**src/rtl/dtfq_ram.sv**
```systemverilog
// generic single-clock ram, one write port and one registered read port
// no dependencies
module dtfq_ram #(
    parameter int WIDTH = 8,
    parameter int DEPTH = 512
) (
    input  logic                     aclk,
    input  logic                     we,
    input  logic [$clog2(DEPTH)-1:0] waddr,
    input  logic [WIDTH-1:0]         wdata,
    input  logic                     re,
    input  logic [$clog2(DEPTH)-1:0] raddr,
    output logic [WIDTH-1:0]         rdata
);

    logic [WIDTH-1:0] mem [DEPTH];
    logic [WIDTH-1:0] rdata_reg;

    always_ff @(posedge aclk) begin
        if (we) begin
            mem[waddr] <= wdata;
        end
        if (re) begin
            rdata_reg <= mem[raddr];
        end
    end

    assign rdata = rdata_reg;

endmodule

```
**config.mk**
```make
export PLATFORM = sky130hd
export DESIGN_NAME = dtfq_ram
export DESIGN_NICKNAME = d
export VERILOG_FILES = /design/src/rtl/dtfq_ram.sv
export SDC_FILE = /design/constraint.sdc
export NUM_CORES = 2
export LEC_CHECK = 0
export BUFFER_PORTS_ARGS = -buffer_cell sky130_fd_sc_hd__buf_2
export CORE_ASPECT_RATIO = 0.6
export CORE_UTILIZATION = 50
export DETAILED_ROUTE_END_ITERATION = 7
export PLACE_DENSITY = 0.71
export SYNTH_ARGS = -nofsm -noshare
export SYNTH_HDL_FRONTEND = slang
export SYNTH_SLANG_ARGS = --single-unit
```
**constraint.sdc**
```tcl
create_clock -name aclk -period 6.7 [get_ports aclk]
set_input_delay 0.67 -clock aclk [delete_from_list [all_inputs] [get_ports aclk]]
set_output_delay 0.67 -clock aclk [all_outputs]
set_load 0.03 [all_outputs]
```
======== Yosys cells after proc, flatten, opt, wreduce, memory -nomap -nowiden ========
Memories as Yosys holds them, arrays and structs flattened. A register that Yosys moved wholly into a read port is not among the register bits.
Index checks and enable logic that the tools add are counted.
cells by class
  muxes and demuxes ....................... 2
operators by type and width
  kind     count
  $mux W1  2
word-level totals
  register bits ........................... 0
  output and inout port bits .............. 8
  word-level logic and storage cells ...... 3
  input port bits ......................... 29
  memories kept ........................... 1
  memory bits (writable) .................. 4096
memory list
  memory  words  width  rd ports  clocked after Yosys merged registers in  wr ports  line  RTL
  mem     512    8      1         1                                        1         16    logic [WIDTH-1:0] mem [DEPTH];

======== Longest topological paths before layout ========
  depth after elaboration ................. 2
  depth in mapped cells ................... 12
  depth with buffers taken out ............ 7

======== Least setup slack after synthesis ========
Ideal clock, no wire load.
  path type ............................... input port to flip-flop
  start point ............................. input raddr[0]
  end point ............................... register rdata_reg[0], in the netlist rdata[0] (read register of mem) (data pin)
  data required time ...................... 6443 ps
  stages .................................. 10
  setup time .............................. 257 ps
  setup slack ............................. 3919 ps
  path buffers ............................ 4
  arrival ................................. 2524 ps
  cell sequence ........................... buf_4 -> buf_12 -> buf_12 -> buf_2 -> mux4_2 -> o21ai_0 -> nand3_1 -> nand4_1 -> o21ai_0 -> o2111a_1
RTL lines
  what                line  RTL
  start: declaration  12    input logic [$clog2(DEPTH)-1:0] raddr,
  end: declaration    17    logic [WIDTH-1:0] rdata_reg;

==> metrics.md <==
| Metric | Value |
|---|---|
| Status | `complete, but fails checks` |
| Failing checks | `capacitance limit, slew limit` |
| Final hold slack | `198 ps` |
| Routed WL | `roughly 420,000 µm` |
| Area of the mapped netlist | `160,000 µm²` |
| Part of the cycle the worst path needs | `0.695` |
| Drt drc | `0` |
| DR iter-0 viols | `14,200` |
| Final min period | `4660 ps` |
| Sequential-to-total area share from yosys stat | `0.770` |
| Max Cap Viol | `2` |
| Critical Path RT | `roughly 7400 ps` |
| Area delta synth->final | `9.53%` |
| H-Tree Depth | `5` |
| Die span in x | `732 µm` |
| Critical path class | `input port to register` |
| Antenna violations before repair | `29` |
| Final Cell Area | `between 150,000 and 200,000 µm²` |
| Clk buf depth | `4` |
| Vias/cell | `about 6.7` |
| Clock skew | `64.0 ps` |
| Cells after Synth | `about 8,000` |
| Leading cell type in the layout, fill and taps excluded | `edfxtp_1` |
| IO Port Bufs | `36` |
| Die ar. | `322,000 µm²` |
| Setup crit end kind | `register` |
| PostCTS Resize Cnt | `0` |
| Chip height | `440 µm` |
| Clk_lat worst skew | `920 ps` |
| Inserted Clock Buffers | `343` |
| DP HPWL | `256,000 µm` |
| Setup TNS | `0 ps` |
| Main combinational cell family by area after synthesis | `multiplexers` |
| 1st-pass router iterations | `8` |
| Root buf cell | `clkbuf_16` |
| Placer's final routability congestion estimate | `0.909` |
| Synth area leaders | `edfxtp_1 77%, mux4_2 9.2%, mux2i_1 5.0%, o221ai_1 2.0%, nor2_1 1.4%` |
| Post-Synth XOR/XNOR Area | `0` |
| Core area | `approximately 320,000 µm²` |
| Post-Synth Adder-Cell Area | `0` |
| First-pass GRT wire length | `between 500,000 and 600,000 µm` |
| Compound-Gate Fraction of Synth Area | `0.0431` |
| Site Rows | `160` |
| Async S/R FF share, synth | `0` |
| Max FO, Critical Path | `about 170` |
| Clock Sinks | `4,104` |
| Post-synth EDFFs | `just over 4,000` |
| HP Class | `input port to register` |
| VDD IR max | `0.000228 V` |
| RSZ-0062 raised after global routing | `false` |
| Post-CTS Setup Inserts | `0` |
| Multiplexer share of the synthesized area | `0.142` |
| GRT overflow | `0` |
| Layout cells sized above 1 | `0.161` |
| Synthesis Warnings | `0` |
| Setup violators final | `0` |
| Via count | `about 84,000` |
| Ys flop type | `edfxtp_1` |
| PwrDens | `288 nW/µm²` |
| Aggregate global-route resource usage | `0.256` |
| Initial Utilization | `0.504` |
| Hold-fix buffers, CTS | `0` |
| Slew HR | `-0.00816` |
| Post-route ant nets | `0` |
| Max Slew Vio Count | `17` |
| Syn Nets | `8,059` |
| Largest net degree at the start of global routing | `209` |
| Layout fillers | `23,300` |
| Mean Syn Cell Area | `around 20 µm²` |
| Num ports | `37` |
| CTS tree | `built` |
| WP data arrival | `5320 ps` |
| Max Fclk | `roughly 210 MHz` |
| Pleak | `54.6 nW` |
| Worst-Margin Slew | `~1500 ps` |
| Routed wire per std cell | `33.5 µm` |
| Leading area contributor after synthesis | `edfxtp_1` |
| Yosys reg bits | `4,104` |
| Final hold viol count | `0` |
| Most frequent cells in the layout | `4,104 x edfxtp_1, 797 x mux2i_1, 654 x mux4_2` |
| Nets@finish | `8,084` |
| Placed Instance Area | `between 150,000 and 200,000 µm²` |
| Synth unique cells | `50` |
| Max reg flops | `4,096` |
| Crit path launch type | `input port` |
| Vias in the first global route | `79,800` |
| Simple-gate share of the synthesized area | `0.0263` |
| Yosys top cell area share | `0.770` |
| Clock transition at path regs | `70 ps` |
| Pwr Total | `50.5 mW` |
## final cells by class
class                      instances  area (µm²)  area share
sequential                      4104      123000       0.703
multi-input combinational       3410       34100       0.194
clock buffer                     434        9090      0.0519
tap                             4212        5270      0.0301
timing repair buffer             193        2080      0.0119
clock inverter                   170        1460     0.00834
antenna                           10        25.0    0.000143
inverter                           3        18.8    0.000107
## report_power, final
part | total (mW) | leakage, nW | internal [mW] | switching [mW]
registers | 28.3 | 36.9 | 28.3 | 0.0181
logic | 2.61 | 12.6 | 0.786 | 1.83
clock network | 19.6 | 5.14 | 10.5 | 9.12
total | 50.5 | 54.6 | 39.5 | 11.0
## cell usage after synthesis, types with 17 or more instances
library cell,count
a211oi_1,17
o22ai_1,163
o221ai_1,371
buf_4,70
o21ai_0,118
nand4_1,32
nand3_1,36
nor2_1,597
nor3_1,109
buf_6,64
buf_1,41
clkbuf_1,265
nand2_1,111
buf_2,57
mux2i_1,797
a21oi_1,194
and2_1,20
mux4_2,654
edfxtp_1,4104
nor4_1,36
a22oi_1,61
## per-stage QoR
| stage | std cells | setup slack [ps] | util |
|---|---|---|---|
| after floorplan | 8030 | 3920 | - |
| final | 12500 | 2040 | 0.552 |
| after detailed placement | 11900 | 1460 | 0.519 |
| after CTS | 12500 | 2400 | 0.552 |
| after global placement | 11900 | 1440 | 0.519 |
| after global routing | 12500 | 2110 | 0.552 |
## worst max-delay path: stages
cell      delay (ps)
buf_6            500
nand2b_4         740
buf_12           440
o221ai_1         310
o31ai_1          720
nor4_1           130
nand4_1          200
o21ai_0          520
o2111a_1         470
## routing by layer
metal / vias up / routed length [µm] / GRT usage
met2: 6233 / 171000 / 0.340
met1: 43400 / 171000 / 0.404
met3: 730 / 67400 / 0.0902
met5: - / 108 / 0
met4: 18 / 10500 / 0.0588
li1: 33400 / - / -
## worst paths after layout
path,from,end,slack [ps],cells after the start
setup / recovery,raddr[2],rdata[1]$_DFFE_PP_,2040,9
setup reg to reg,mem[272][0]$_DFFE_PP_,rdata[0]$_DFFE_PP_,2890,7
hold / removal,re,rdata[4]$_DFFE_PP_,200,1
hold reg to reg,mem[152][1]$_DFFE_PP_,rdata[1]$_DFFE_PP_,1220,4
## logic make-up after synthesis
group	count (synthesis)
muxes	1451
buffers and inverters	516
DFF	4104
AOI/OAI and AO/OA	979
and+or+nand+nor	980
Power figures use the tool's default switching activity.
